## src/rtl/core/rsd_pkg.sv

```systemverilog
// shared types and codes for the run skip dump frame decoder
`timescale 1ns / 1ps

package rsd_pkg;

	// command kinds on the result word
	localparam logic [1:0] KIND_LITERAL = 2'd0;
	localparam logic [1:0] KIND_SPAN    = 2'd1;
	localparam logic [1:0] KIND_END     = 2'd2;

	// classified operations passed from parser to executor
	localparam logic [2:0] OP_NONE    = 3'd0;
	localparam logic [2:0] OP_SKIP    = 3'd1;
	localparam logic [2:0] OP_SPAN    = 3'd2;
	localparam logic [2:0] OP_LITERAL = 3'd3;
	localparam logic [2:0] OP_END     = 3'd4;

	// stream constants
	localparam logic [7:0]  LONG_OP_MARK = 8'h80;
	localparam logic [6:0]  SHORT_MASK   = 7'h7F;
	localparam logic [14:0] LONG_MASK    = 15'h7FFF;
	localparam logic [13:0] COUNT_MASK   = 14'h3FFF;

	// operation queue geometry
	localparam int unsigned Q_DEPTH = 4;
	localparam int unsigned Q_PTR_W = 2;
	localparam int unsigned Q_CNT_W = 3;

	// configuration register index
	localparam logic REG_CANVAS = 1'b0;

	// one queued operation
	typedef struct packed {
		logic        clr;    // frame start: address back to zero first
		logic [2:0]  kind;   // operation code
		logic [14:0] count;  // skip distance or span length
		logic [7:0]  pix;    // palette index
	} q_entry_t;

	// queue status towards both sides
	typedef struct packed {
		logic full;
		logic empty;
	} q_status_t;

endpackage

```

## src/rtl/core/rsd_front.sv

```systemverilog
// byte parser: tracks the stream phase and classifies each byte into an operation
`timescale 1ns / 1ps

module rsd_front (
	input  logic               clk,
	input  logic               arst_n,
	input  logic               accept,
	input  logic [7:0]         data_byte,
	input  logic               frame_start,
	output logic               push,
	output rsd_pkg::q_entry_t  entry
);

	localparam logic [2:0] PH_OPCODE    = 3'd0;
	localparam logic [2:0] PH_RUN_COUNT = 3'd1;
	localparam logic [2:0] PH_RUN_PIXEL = 3'd2;
	localparam logic [2:0] PH_LONG_LO   = 3'd3;
	localparam logic [2:0] PH_LONG_HI   = 3'd4;
	localparam logic [2:0] PH_LONG_PIX  = 3'd5;
	localparam logic [2:0] PH_DUMP      = 3'd6;

	logic [2:0]  phase_q;
	logic [13:0] pend_q;
	logic [7:0]  low_q;
	logic        fin_q;

	logic [2:0]  phase_cur;
	logic [13:0] pend_cur;
	logic        fin_cur;
	logic [2:0]  phase_nxt;
	logic [13:0] pend_nxt;
	logic [7:0]  low_nxt;
	logic        fin_nxt;
	logic [15:0] long_op;
	logic [13:0] pend_dec;

	assign long_op  = {data_byte, low_q};
	assign pend_dec = pend_cur - 14'd1;

	// frame start clears the parser before the byte is looked at
	always_comb begin
		phase_cur = frame_start ? PH_OPCODE : phase_q;
		pend_cur  = frame_start ? 14'd0 : pend_q;
		fin_cur   = frame_start ? 1'b0 : fin_q;
	end

	// classify the byte
	always_comb begin
		phase_nxt   = phase_cur;
		pend_nxt    = pend_cur;
		low_nxt     = low_q;
		fin_nxt     = fin_cur;
		entry.clr   = frame_start;
		entry.kind  = rsd_pkg::OP_NONE;
		entry.count = 15'd0;
		entry.pix   = data_byte;
		if (!fin_cur) begin
			unique case (phase_cur) inside
				PH_OPCODE: begin
					if (data_byte == 8'd0) begin
						phase_nxt = PH_RUN_COUNT;
					end else if (data_byte[7]) begin
						if ((data_byte[6:0] & rsd_pkg::SHORT_MASK) == 7'd0) begin
							phase_nxt = PH_LONG_LO;
						end else begin
							entry.kind  = rsd_pkg::OP_SKIP;
							entry.count = {8'd0, data_byte[6:0]};
						end
					end else begin
						pend_nxt  = {7'd0, data_byte[6:0]};
						phase_nxt = PH_DUMP;
					end
				end
				PH_RUN_COUNT: begin
					pend_nxt  = {6'd0, data_byte};
					phase_nxt = PH_RUN_PIXEL;
				end
				PH_RUN_PIXEL, PH_LONG_PIX: begin
					phase_nxt = PH_OPCODE;
					if (pend_cur != 14'd0) begin
						entry.kind  = rsd_pkg::OP_SPAN;
						entry.count = {1'b0, pend_cur};
						pend_nxt    = 14'd0;
					end
				end
				PH_LONG_LO: begin
					low_nxt   = data_byte;
					phase_nxt = PH_LONG_HI;
				end
				PH_LONG_HI: begin
					phase_nxt = PH_OPCODE;
					if (long_op == 16'd0) begin
						entry.kind  = rsd_pkg::OP_END;
						entry.pix   = 8'd0;
						fin_nxt     = 1'b1;
					end else if (!long_op[15]) begin
						entry.kind  = rsd_pkg::OP_SKIP;
						entry.count = long_op[14:0] & rsd_pkg::LONG_MASK;
					end else if (long_op[14]) begin
						pend_nxt  = long_op[13:0] & rsd_pkg::COUNT_MASK;
						phase_nxt = PH_LONG_PIX;
					end else if (long_op[13:0] != 14'd0) begin
						pend_nxt  = long_op[13:0] & rsd_pkg::COUNT_MASK;
						phase_nxt = PH_DUMP;
					end
				end
				PH_DUMP: begin
					entry.kind  = rsd_pkg::OP_LITERAL;
					entry.count = 15'd1;
					pend_nxt    = pend_dec;
					if (pend_dec == 14'd0) begin
						phase_nxt = PH_OPCODE;
					end
				end
				default: begin
					phase_nxt = PH_OPCODE;
				end
			endcase
		end
	end

	assign push = accept && (frame_start || (entry.kind != rsd_pkg::OP_NONE));

	// parser state
	always_ff @(posedge clk or negedge arst_n) begin
		if (!arst_n) begin
			phase_q <= PH_OPCODE;
			pend_q  <= 14'd0;
			low_q   <= 8'd0;
			fin_q   <= 1'b0;
		end else if (accept) begin
			phase_q <= phase_nxt;
			pend_q  <= pend_nxt;
			low_q   <= low_nxt;
			fin_q   <= fin_nxt;
		end
	end

	// a finished frame always leaves the parser at an opcode
	a_fin_phase: assert property (@(posedge clk) disable iff (!arst_n)
		fin_q |-> (phase_q == PH_OPCODE))
		else $error("frame finished outside opcode phase");

	// a dump in progress always has bytes left
	a_dump_pend: assert property (@(posedge clk) disable iff (!arst_n)
		(phase_q == PH_DUMP) |-> (pend_q != 14'd0))
		else $error("dump phase with no bytes pending");

endmodule

```

## src/rtl/core/rsd_queue.sv

```systemverilog
// short operation queue between parser and executor
`timescale 1ns / 1ps

module rsd_queue (
	input  logic               clk,
	input  logic               arst_n,
	input  logic               push,
	input  rsd_pkg::q_entry_t  wr_entry,
	input  logic               pop,
	output rsd_pkg::q_entry_t  rd_entry,
	output rsd_pkg::q_status_t status
);

	rsd_pkg::q_entry_t               mem_q [rsd_pkg::Q_DEPTH];
	logic [rsd_pkg::Q_PTR_W-1:0]     wr_ptr_q;
	logic [rsd_pkg::Q_PTR_W-1:0]     rd_ptr_q;
	logic [rsd_pkg::Q_CNT_W-1:0]     count_q;

	assign status.full  = (count_q == rsd_pkg::Q_CNT_W'(rsd_pkg::Q_DEPTH));
	assign status.empty = (count_q == '0);
	assign rd_entry     = mem_q[rd_ptr_q];

	// entry storage
	always_ff @(posedge clk) begin
		if (push) begin
			mem_q[wr_ptr_q] <= wr_entry;
		end
	end

	// pointers and fill level
	always_ff @(posedge clk or negedge arst_n) begin
		if (!arst_n) begin
			wr_ptr_q <= '0;
			rd_ptr_q <= '0;
			count_q  <= '0;
		end else begin
			if (push) begin
				wr_ptr_q <= wr_ptr_q + 1'b1;
			end
			if (pop) begin
				rd_ptr_q <= rd_ptr_q + 1'b1;
			end
			if (push && !pop) begin
				count_q <= count_q + 1'b1;
			end else if (pop && !push) begin
				count_q <= count_q - 1'b1;
			end
		end
	end

	a_no_overflow: assert property (@(posedge clk) disable iff (!arst_n)
		push |-> !status.full)
		else $error("push into full queue");

	a_no_underflow: assert property (@(posedge clk) disable iff (!arst_n)
		pop |-> !status.empty)
		else $error("pop from empty queue");

endmodule

```

## src/rtl/core/rsd_back.sv

```systemverilog
// executor: keeps the canvas address and builds the command words
`timescale 1ns / 1ps

module rsd_back #(
	parameter int unsigned ADDR_WIDTH = 16
) (
	input  logic               clk,
	input  logic               arst_n,
	input  logic [15:0]        canvas_pixels,
	input  rsd_pkg::q_entry_t  op,
	input  rsd_pkg::q_status_t status,
	output logic               pop,
	output logic               out_valid,
	input  logic               out_stall,
	output logic [1:0]         command_kind,
	output logic [15:0]        write_address,
	output logic [13:0]        span_length,
	output logic [7:0]         pixel_value,
	output logic               out_of_range
);

	localparam int unsigned SAT_W = ADDR_WIDTH + 16;
	localparam int unsigned END_W = ADDR_WIDTH + 17;

	logic [ADDR_WIDTH-1:0] addr_q;
	logic                  out_valid_q;
	logic [1:0]            kind_q;
	logic [15:0]           waddr_q;
	logic [13:0]           len_q;
	logic [7:0]            pix_q;
	logic                  oor_q;

	logic [ADDR_WIDTH-1:0] base;
	logic [SAT_W-1:0]      adv_sum;
	logic [ADDR_WIDTH-1:0] adv_addr;
	logic [13:0]           emit_len;
	logic [END_W-1:0]      end_sum;
	logic [SAT_W-1:0]      base_ext;
	logic                  emits;
	logic                  advances;
	logic                  out_free;

	assign base     = op.clr ? '0 : addr_q;
	assign base_ext = {16'd0, base};

	// saturating address advance
	assign adv_sum  = base_ext + {{(ADDR_WIDTH + 1){1'b0}}, op.count};
	assign adv_addr = (adv_sum[SAT_W-1:ADDR_WIDTH] != '0) ? {ADDR_WIDTH{1'b1}}
		: adv_sum[ADDR_WIDTH-1:0];

	// span end against canvas size
	assign emit_len = op.count[13:0];
	assign end_sum  = {17'd0, base} + {{(ADDR_WIDTH + 3){1'b0}}, emit_len};

	always_comb begin
		emits    = 1'b0;
		advances = 1'b0;
		unique case (op.kind) inside
			rsd_pkg::OP_SKIP:    advances = 1'b1;
			rsd_pkg::OP_SPAN,
			rsd_pkg::OP_LITERAL: begin
				emits    = 1'b1;
				advances = 1'b1;
			end
			rsd_pkg::OP_END:     emits = 1'b1;
			default:             emits = 1'b0;
		endcase
	end

	// a word may be loaded when the output register is empty or being taken
	assign out_free = !out_valid_q || !out_stall;
	assign pop      = !status.empty && (!emits || out_free);

	// address register
	always_ff @(posedge clk or negedge arst_n) begin
		if (!arst_n) begin
			addr_q <= '0;
		end else if (pop) begin
			addr_q <= advances ? adv_addr : base;
		end
	end

	// output valid
	always_ff @(posedge clk or negedge arst_n) begin
		if (!arst_n) begin
			out_valid_q <= 1'b0;
		end else if (out_free) begin
			out_valid_q <= pop && emits;
		end
	end

	// output payload
	always_ff @(posedge clk) begin
		if (pop && emits) begin
			waddr_q <= base_ext[15:0];
			if (op.kind == rsd_pkg::OP_END) begin
				kind_q <= rsd_pkg::KIND_END;
				len_q  <= 14'd0;
				pix_q  <= 8'd0;
				oor_q  <= 1'b0;
			end else begin
				kind_q <= (op.kind == rsd_pkg::OP_SPAN) ? rsd_pkg::KIND_SPAN
					: rsd_pkg::KIND_LITERAL;
				len_q  <= emit_len;
				pix_q  <= op.pix;
				oor_q  <= (end_sum > {{(ADDR_WIDTH + 1){1'b0}}, canvas_pixels});
			end
		end
	end

	assign out_valid     = out_valid_q;
	assign command_kind  = kind_q;
	assign write_address = waddr_q;
	assign span_length   = len_q;
	assign pixel_value   = pix_q;
	assign out_of_range  = oor_q;

	// end of frame word carries no length and no range flag
	a_end_word: assert property (@(posedge clk) disable iff (!arst_n)
		(out_valid_q && (kind_q == rsd_pkg::KIND_END)) |-> ((len_q == 14'd0) && !oor_q))
		else $error("malformed end of frame word");

	// a literal always covers one pixel
	a_literal_len: assert property (@(posedge clk) disable iff (!arst_n)
		(out_valid_q && (kind_q == rsd_pkg::KIND_LITERAL)) |-> (len_q == 14'd1))
		else $error("literal word with length other than one");

endmodule

```

## src/rtl/core/run_skip_dump_frame_decoder_unit.sv

```systemverilog
// top level of the run skip dump frame decoder with its configuration port
`timescale 1ns / 1ps

// Decodes a run/skip/dump delta frame one stream byte per word into canvas write
// commands (literal pixel, fill span, end of frame). The parser accepts one byte
// every cycle while its four-entry operation queue has room; the executor retires
// one queued operation per cycle unless the output stalls, so the sustained rate
// is one byte per cycle without output stalls. Each operation is written into the
// queue when its byte is accepted and reaches the output register when popped.
// An output stall holds only a command-producing operation at the head; the parser
// keeps taking bytes until the queue fills. canvas_pixels lies at byte address 0.

module run_skip_dump_frame_decoder_unit #(
	parameter int unsigned ADDR_WIDTH = 16
) (
	input  logic        clk,
	input  logic        arst_n,
	// configuration port
	input  logic        psel,
	input  logic        penable,
	input  logic        pwrite,
	input  logic [2:0]  paddr,
	input  logic [31:0] pwdata,
	output logic [31:0] prdata,
	output logic        pready,
	// byte stream
	input  logic        in_valid,
	output logic        in_stall,
	input  logic [7:0]  data_byte,
	input  logic        frame_start,
	// command words
	output logic        out_valid,
	input  logic        out_stall,
	output logic [1:0]  command_kind,
	output logic [15:0] write_address,
	output logic [13:0] span_length,
	output logic [7:0]  pixel_value,
	output logic        out_of_range
);

	logic [15:0]        canvas_q;
	logic               accept;
	logic               push;
	logic               pop;
	rsd_pkg::q_entry_t  wr_entry;
	rsd_pkg::q_entry_t  rd_entry;
	rsd_pkg::q_status_t q_status;

	// configuration register
	assign pready = 1'b1;
	always_ff @(posedge clk or negedge arst_n) begin
		if (!arst_n) begin
			canvas_q <= 16'd64000;
		end else if (psel && penable && pwrite && (paddr[2] == rsd_pkg::REG_CANVAS)) begin
			canvas_q <= pwdata[15:0];
		end
	end
	assign prdata = (paddr[2] == rsd_pkg::REG_CANVAS) ? {16'd0, canvas_q} : 32'd0;

	// input handshake
	assign in_stall = q_status.full;
	assign accept   = in_valid && !q_status.full;

	rsd_front u_front (
		.clk         (clk),
		.arst_n      (arst_n),
		.accept      (accept),
		.data_byte   (data_byte),
		.frame_start (frame_start),
		.push        (push),
		.entry       (wr_entry)
	);

	rsd_queue u_queue (
		.clk      (clk),
		.arst_n   (arst_n),
		.push     (push),
		.wr_entry (wr_entry),
		.pop      (pop),
		.rd_entry (rd_entry),
		.status   (q_status)
	);

	rsd_back #(
		.ADDR_WIDTH (ADDR_WIDTH)
	) u_back (
		.clk           (clk),
		.arst_n        (arst_n),
		.canvas_pixels (canvas_q),
		.op            (rd_entry),
		.status        (q_status),
		.pop           (pop),
		.out_valid     (out_valid),
		.out_stall     (out_stall),
		.command_kind  (command_kind),
		.write_address (write_address),
		.span_length   (span_length),
		.pixel_value   (pixel_value),
		.out_of_range  (out_of_range)
	);

endmodule
```

## config.mk

```make
export PLATFORM = sky130hd
export DESIGN_NAME = run_skip_dump_frame_decoder_unit
export DESIGN_NICKNAME = d
export VERILOG_FILES = /design/src/rtl/core/rsd_pkg.sv /design/src/rtl/core/rsd_front.sv /design/src/rtl/core/rsd_queue.sv /design/src/rtl/core/rsd_back.sv /design/src/rtl/core/run_skip_dump_frame_decoder_unit.sv
export SDC_FILE = /design/constraint.sdc
export NUM_CORES = 1
export LEC_CHECK = 0
export ABC_CLOCK_PERIOD_IN_PS = 9790
export BUFFER_PORTS_ARGS = -buffer_cell sky130_fd_sc_hd__buf_2
export CORE_MARGIN = 4
export CORE_UTILIZATION = 58
export DETAILED_ROUTE_END_ITERATION = 7
export PLACE_DENSITY = 0.79
export SLEW_MARGIN = 20
export SYNTH_ARGS = -nofsm -noshare
export SYNTH_HDL_FRONTEND = slang
export SYNTH_SLANG_ARGS = --single-unit
export TNS_END_PERCENT = 100
```

## constraint.sdc

```tcl
create_clock -name clk -period 9.79 [get_ports clk]
set_input_delay 1.4685 -clock clk [delete_from_list [all_inputs] [get_ports clk]]
set_output_delay 1.4685 -clock clk [all_outputs]
set_load 0.05 [all_outputs]
```

After elaboration in Yosys (flattened, before gate mapping) --
Memories as Yosys holds them, arrays and structs flattened. Index checks and enable logic that the tools add are counted.
Cells by class: $add $sub $neg 7, magnitude comparators 1, eq/ne operators 11, multiplexer cells 47, bitwise gates (word level) 2, reductions and logical operators 34
Operators with widths (number):
- $mux 14 | 9
- $mux 16 | 7
- $pmux 18 s4 | 1
- $pmux 14 s5 | 1
- $mux 3 | 13
- $gt 33x16->1 | 1
- $reduce_bool 14->1 | 2
- $mux 26 | 1
- $mux 18 | 1
- $add 16x14->17 | 1
- $add 16x15->17 | 1
- $mux 17 | 1
- $logic_not 16->1 | 1
- $mux 8 | 2
- $reduce_bool 16->1 | 1
- $eq 3x3->1 const B | 5
- $mux 15 | 1
- $pmux 3 s5 | 1
- $logic_not 14->1 | 1
- $sub 14x1->14 const B | 1
- $eq 3x2->1 const B | 4
- $logic_and 1x1->1 | 9
- $mux 1 | 9
- $logic_not 8->1 | 1
- other kinds (14) | 27
Storage, ports and cells: flip-flop bits (word level) 107, RAM bits 108, input port bits 51, output and inout port bits 76, logic and storage cells 118, memories 1
Memory list:
- u_queue.mem_q | depth 4, width 27, read ports 1, clocked after memory_dff 0, wr ports 1, RTL line rsd_queue.sv:14 | rsd_pkg::q_entry_t mem_q [rsd_pkg::Q_DEPTH];

Logic depth before layout (Yosys ltp) --
depth after elaboration 13, mapped depth 20, depth with buffers taken out 18

Hierarchy --
From an unflattened synthesis, not the netlist that was laid out.
Second synthesis, totals: cells, all modules 888, area, all modules 11098.1 um2
By module, submodules not included:
- rsd_queue | instances 1, cells an instance 175, area an instance 4299.1 um2, sequential area each 3418.3 um2
- rsd_back | instances 1, cells an instance 344, area an instance 3525.9 um2, sequential area each 1656.6 um2
- rsd_front | instances 1, cells an instance 298, area an instance 2359.8 um2, sequential area each 650.6 um2
- run_skip_dump_frame_decoder_unit | instances 1, cells an instance 71, area an instance 913.4 um2, sequential area each 407.9 um2

Least setup slack after synthesis --
No wires, ideal clock.
path type reg2reg, start point reg u_queue.rd_ptr_q[0] (netlist name), end point reg u_back.oor_q, in the netlist u_back.out_of_range (data pin), library setup time 270 ps, arrival 4674 ps, required time 9520 ps, slack 4847 ps, cell stages (with the launch flop) 18, buffers on the path 2, period minus slack after synthesis 4943 ps, path through dfrtp_1 buf_2 buf_1 mux4_2 ha_1 fa_1 a211oi_1 o211ai_1 nand3_1 a21boi_0 or3_1 and2_1 ha_1 and4_1 nand4_1 or4_1 o221ai_1 a21oi_1
RTL lines:
- from (decl) | RTL line rsd_queue.sv:16 | logic [rsd_pkg::Q_PTR_W-1:0] rd_ptr_q;
- from (signal assigned) | RTL line rsd_queue.sv:41 | rd_ptr_q <= rd_ptr_q + 1'b1;
- to (signal assigned) | RTL line rsd_back.sv:106 | oor_q <= (end_sum > {{(ADDR_WIDTH + 1){1'b0}}, canvas_pixels});
- to (decl) | RTL line rsd_back.sv:31 | logic oor_q;

Worst setup path in the final report --
start point reg u_queue.rd_ptr_q[0] (netlist name), end point reg u_back.oor_q, in the netlist u_back.out_of_range (data pin)
Between the ends: cells in the longest elaborated chain, start to end 4, elaborated cells on any way between the ends 5, classes of those cells 1 x add/sub; 1 x order compare; 1 x eq/ne; 1 x mux; 1 x memory
RTL lines:
- $mem_v2 4x27
- $mux 16 | RTL line rsd_back.sv:43 | assign base = op.clr ? '0 : addr_q;
- net u_back.base[0] | RTL line rsd_back.sv:33 | logic [ADDR_WIDTH-1:0] base;
- $add 16x14->17 | RTL line rsd_back.sv:53 | assign end_sum = {17'd0, base} + {{(ADDR_WIDTH + 3){1'b0}}, emit_len};
- $gt 33x16->1 | RTL line rsd_back.sv:106
The timed path passes the listed nets, and every way through them passes these cells. A chain may end at the register's enable or synchronous reset.

==> results.txt <==
Synth top area cells -> edfxtp_1, dfrtp_1, mux4_2
CTS Buffer Depth -> 3
Cell variety after synth -> 75
CP Buf/Inv Count -> 1
Synth warn -> 0
Drt first pass iters -> 6
Post-CTS Setup Bufs -> 0
Peak supply drop -> 0.000178 V
Async SR Flop Fraction -> 0.307
Area post-placement -> 0.0112 mm^2
Startpoint types -> register
Max-cap violations -> 0
# setup viols final -> 0
Register area share after synthesis -> 0.571
Clock Latency Late Sink -> 0.52 ns
Final worst path period share -> 0.535
Critical path's largest stage delay -> 0.65 ns
Worst-path clk slew -> 0.07 ns
Ratio of cells with drive above 1 in the final layout -> 0.223
Layout area overhead -> 11.3%
TNS Setup -> 0 ns
FMAX -> 191 MHz
Synth Register Bits -> 215
Hold Buf Count CTS -> 0
Tot GR Track Use -> 0.226
Vias per cell -> 6.11
P_sw -> 1920 uW
P_leak -> 0.00478 uW
Mapped Cells -> 859
Int Pwr -> 2570 uW
Largest net degree at the start of global routing -> 67
Clock Skews -> 0.0250 ns
CTS buffer count -> 23
Sw Share -> 0.428
Syn_area_per_cell -> 12.5 um^2
CP required -> 10.04 ns
Top FF cell, synth -> edfxtp_1
Most frequent cells in the layout -> edfxtp_1, buf_2, nor2_1, dfrtp_1, nand2_1
Worst min path class -> register to register
Die outline height -> 144 um
Number of remaining DRC errors -> 0
Synthesized area -> 0.0107 mm^2
PwrDens -> 375 mW/mm^2
Worst-Margin Slew -> 1.00 ns
WL/cell -> 19.4 um
Most common cell after layout, fill and taps aside -> edfxtp_1
Fillers -> 1329
Hold Fails Final Rpt -> 0
Slew headroom -> 0.328
Slew Viols, Final -> 0
CP delay by family, top -> simple AND/OR/NAND/NOR gates
Combinational share of power -> 0.489
Post-DP HPWL -> 15600 um
First-pass GRT wire length -> 37000 um
TritonCTS clock tree -> yes
Clock share of power -> 0.182
EDFF count, synth -> 149
Row cnt -> 49
Synth top area share -> 0.417
RSZ-0062 raised after global routing -> no
CP max FO -> 29
Die area -> 0.0208 mm^2
DRT iter0 DRCs -> 691
Minimum clock period -> 5.24 ns
CP endpoint kind -> register
Vias in the first global route -> 7049
Crit path top cell by count -> ha_1
Post-synth top area cell -> edfxtp_1
Initial antenna violation count -> 0
Total gr overflow -> 0
Worst-path cell chain -> buf_4 > mux4_2 > nor2b_1 > ha_1 > fa_1 > a211oi_1 > o211ai_1 > nand3_1 > a21boi_0 > or3_1 > and2_1 > ha_1 > and4_1 > nand4_1 > or4_1 > o221ai_1 > a21oi_1
Clock root cell -> clkbuf_16
Critical Path AT -> 5.50 ns
CP max-delay cell -> mux4_2
Setup CP Type -> register to register
Final antenna-violating net count -> 0
CTS HTree Levels -> 1
IO Port Bufs -> 91
Routed vias -> 7200
Antenna Cells -> 0
WL final -> 22900 um
Design area -> 0.0120 mm^2
Core area -> 0.0181 mm^2
Seq pwr share -> 0.330
Die Span X -> 144 um
CTS-repair resized insts -> 0
I/O Pins -> 127
Clock Sinks -> 215
Net count of the finished layout -> 1023
GPL Wtd Cong -> 0.901
Starting Density -> 0.594
Status -> complete, no violations
-- flip-flops by register name, summed over array words and instances, names as in the netlist, 8 cells and up --
register	flops
u_queue.mem_q	108
canvas_q	16
u_back.addr_q	16
u_back.write_address	16
u_back.span_length	14
u_front.pend_q	14
u_back.pixel_value	8
u_front.low_q	8
-- cells by family after synthesis --
group,share of synthesized area
AND/OR/NAND/NOR,0.112
XOR/XNOR,0.0188
adder cells (fa/ha/maj),0.0480
AO/OA/AOI/OAI,0.120
other,0.000699
flip-flops,0.571
buffers and inverters,0.0450
multiplexers,0.0851
-- cells in the mapped netlist, drive strengths merged (5+ instances only) --
library cell,n
a222oi,10
nor3b,5
nor3,9
nor2,73
o2bb2ai,7
ha,38
a221oi,5
dfrtp,60
o21a,10
or3,7
xnor2,15
a22oi,11
a21o,12
o21ai,41
nand4,5
clkbuf,35
and2,8
nor2b,44
a21oi,43
edfxtp,149
inv,34
buf,30
a31oi,8
nor4,7
mux4,27
dfstp,6
o31ai,7
nand2,52
mux2,26
xor2,8
nand3,6
-- final cells by class --
| cell class | count | area (um^2) | share of cell area |
|---|---|---|---|
| clock buffer | 25 | 583 | 0.0488 |
| clock inverter | 17 | 131 | 0.0110 |
| inverter | 34 | 128 | 0.0107 |
| multi-input combinational | 560 | 4190 | 0.350 |
| sequential | 215 | 6130 | 0.513 |
| tap | 229 | 287 | 0.0240 |
| timing repair buffer | 98 | 508 | 0.0425 |
-- worst paths after layout --
path | slack (ns) | start | to | depth (start not counted)
worst max-delay path | 4.55 | u_queue.rd_ptr_q[0] | u_back.out_of_range | 17
worst min-delay path | 0.47 | u_back.addr_q[9] | u_back.addr_q[9] | 2
worst max register to register | 4.55 | u_queue.rd_ptr_q[0] | u_back.out_of_range | 17
worst min register to register | 0.47 | u_back.addr_q[9] | u_back.addr_q[9] | 2
max in group asynchronous | 7.98 | arst_n | u_queue.rd_ptr_q[0] | 2
min in group asynchronous | 1.16 | arst_n | canvas_q[6] | 2
-- worst register-to-register path: cells and delay by family, from the launching register on --
family,cells,cell delay (ns)
AND/OR/NAND/NOR,7,1.69
buffers and inverters,1,0.46
multiplexers,1,0.67
adder cells (fa/ha/maj),3,1.00
flip-flops,1,0.34
AO/OA/AOI/OAI,5,0.82
-- stage by stage --
stage          power, uW  setup WS, ns  utilization  std cells  hold slack (ns)
5_1_grt             4790          4.14        0.661       1178            0.512
3_3_place_gp        3610          4.49        0.621       1136            0.454
3_5_place_dp        3670          4.41        0.621       1136            0.462
4_1_cts             4500          4.54        0.661       1178            0.476
6_report            4480          4.55        0.661       1178            0.473
2_1_floorplan       3180          4.85            -        874            0.442
-- per-layer routing --
metal,wire [um],vias to the layer above,global-route usage,share of wire
li1,-,3330,-,-
met2,11200,283,0.377,0.49
met5,0,-,0,0
met3,1520,54,0.0311,0.067
met1,9330,3533,0.307,0.41
met4,788,0,0.0818,0.034
-- power by group through the flow --
stage | sequential, uW | combinational (uW) | clock [uW]
floorplan | 1770 | 1410 | 0
global placement | 1480 | 2130 | 0
global route | 1510 | 2410 | 868
detailed placement | 1490 | 2180 | 0
finish | 1480 | 2190 | 814
CTS | 1480 | 2200 | 829
No activity file was read; power rests on OpenSTA's default activity.
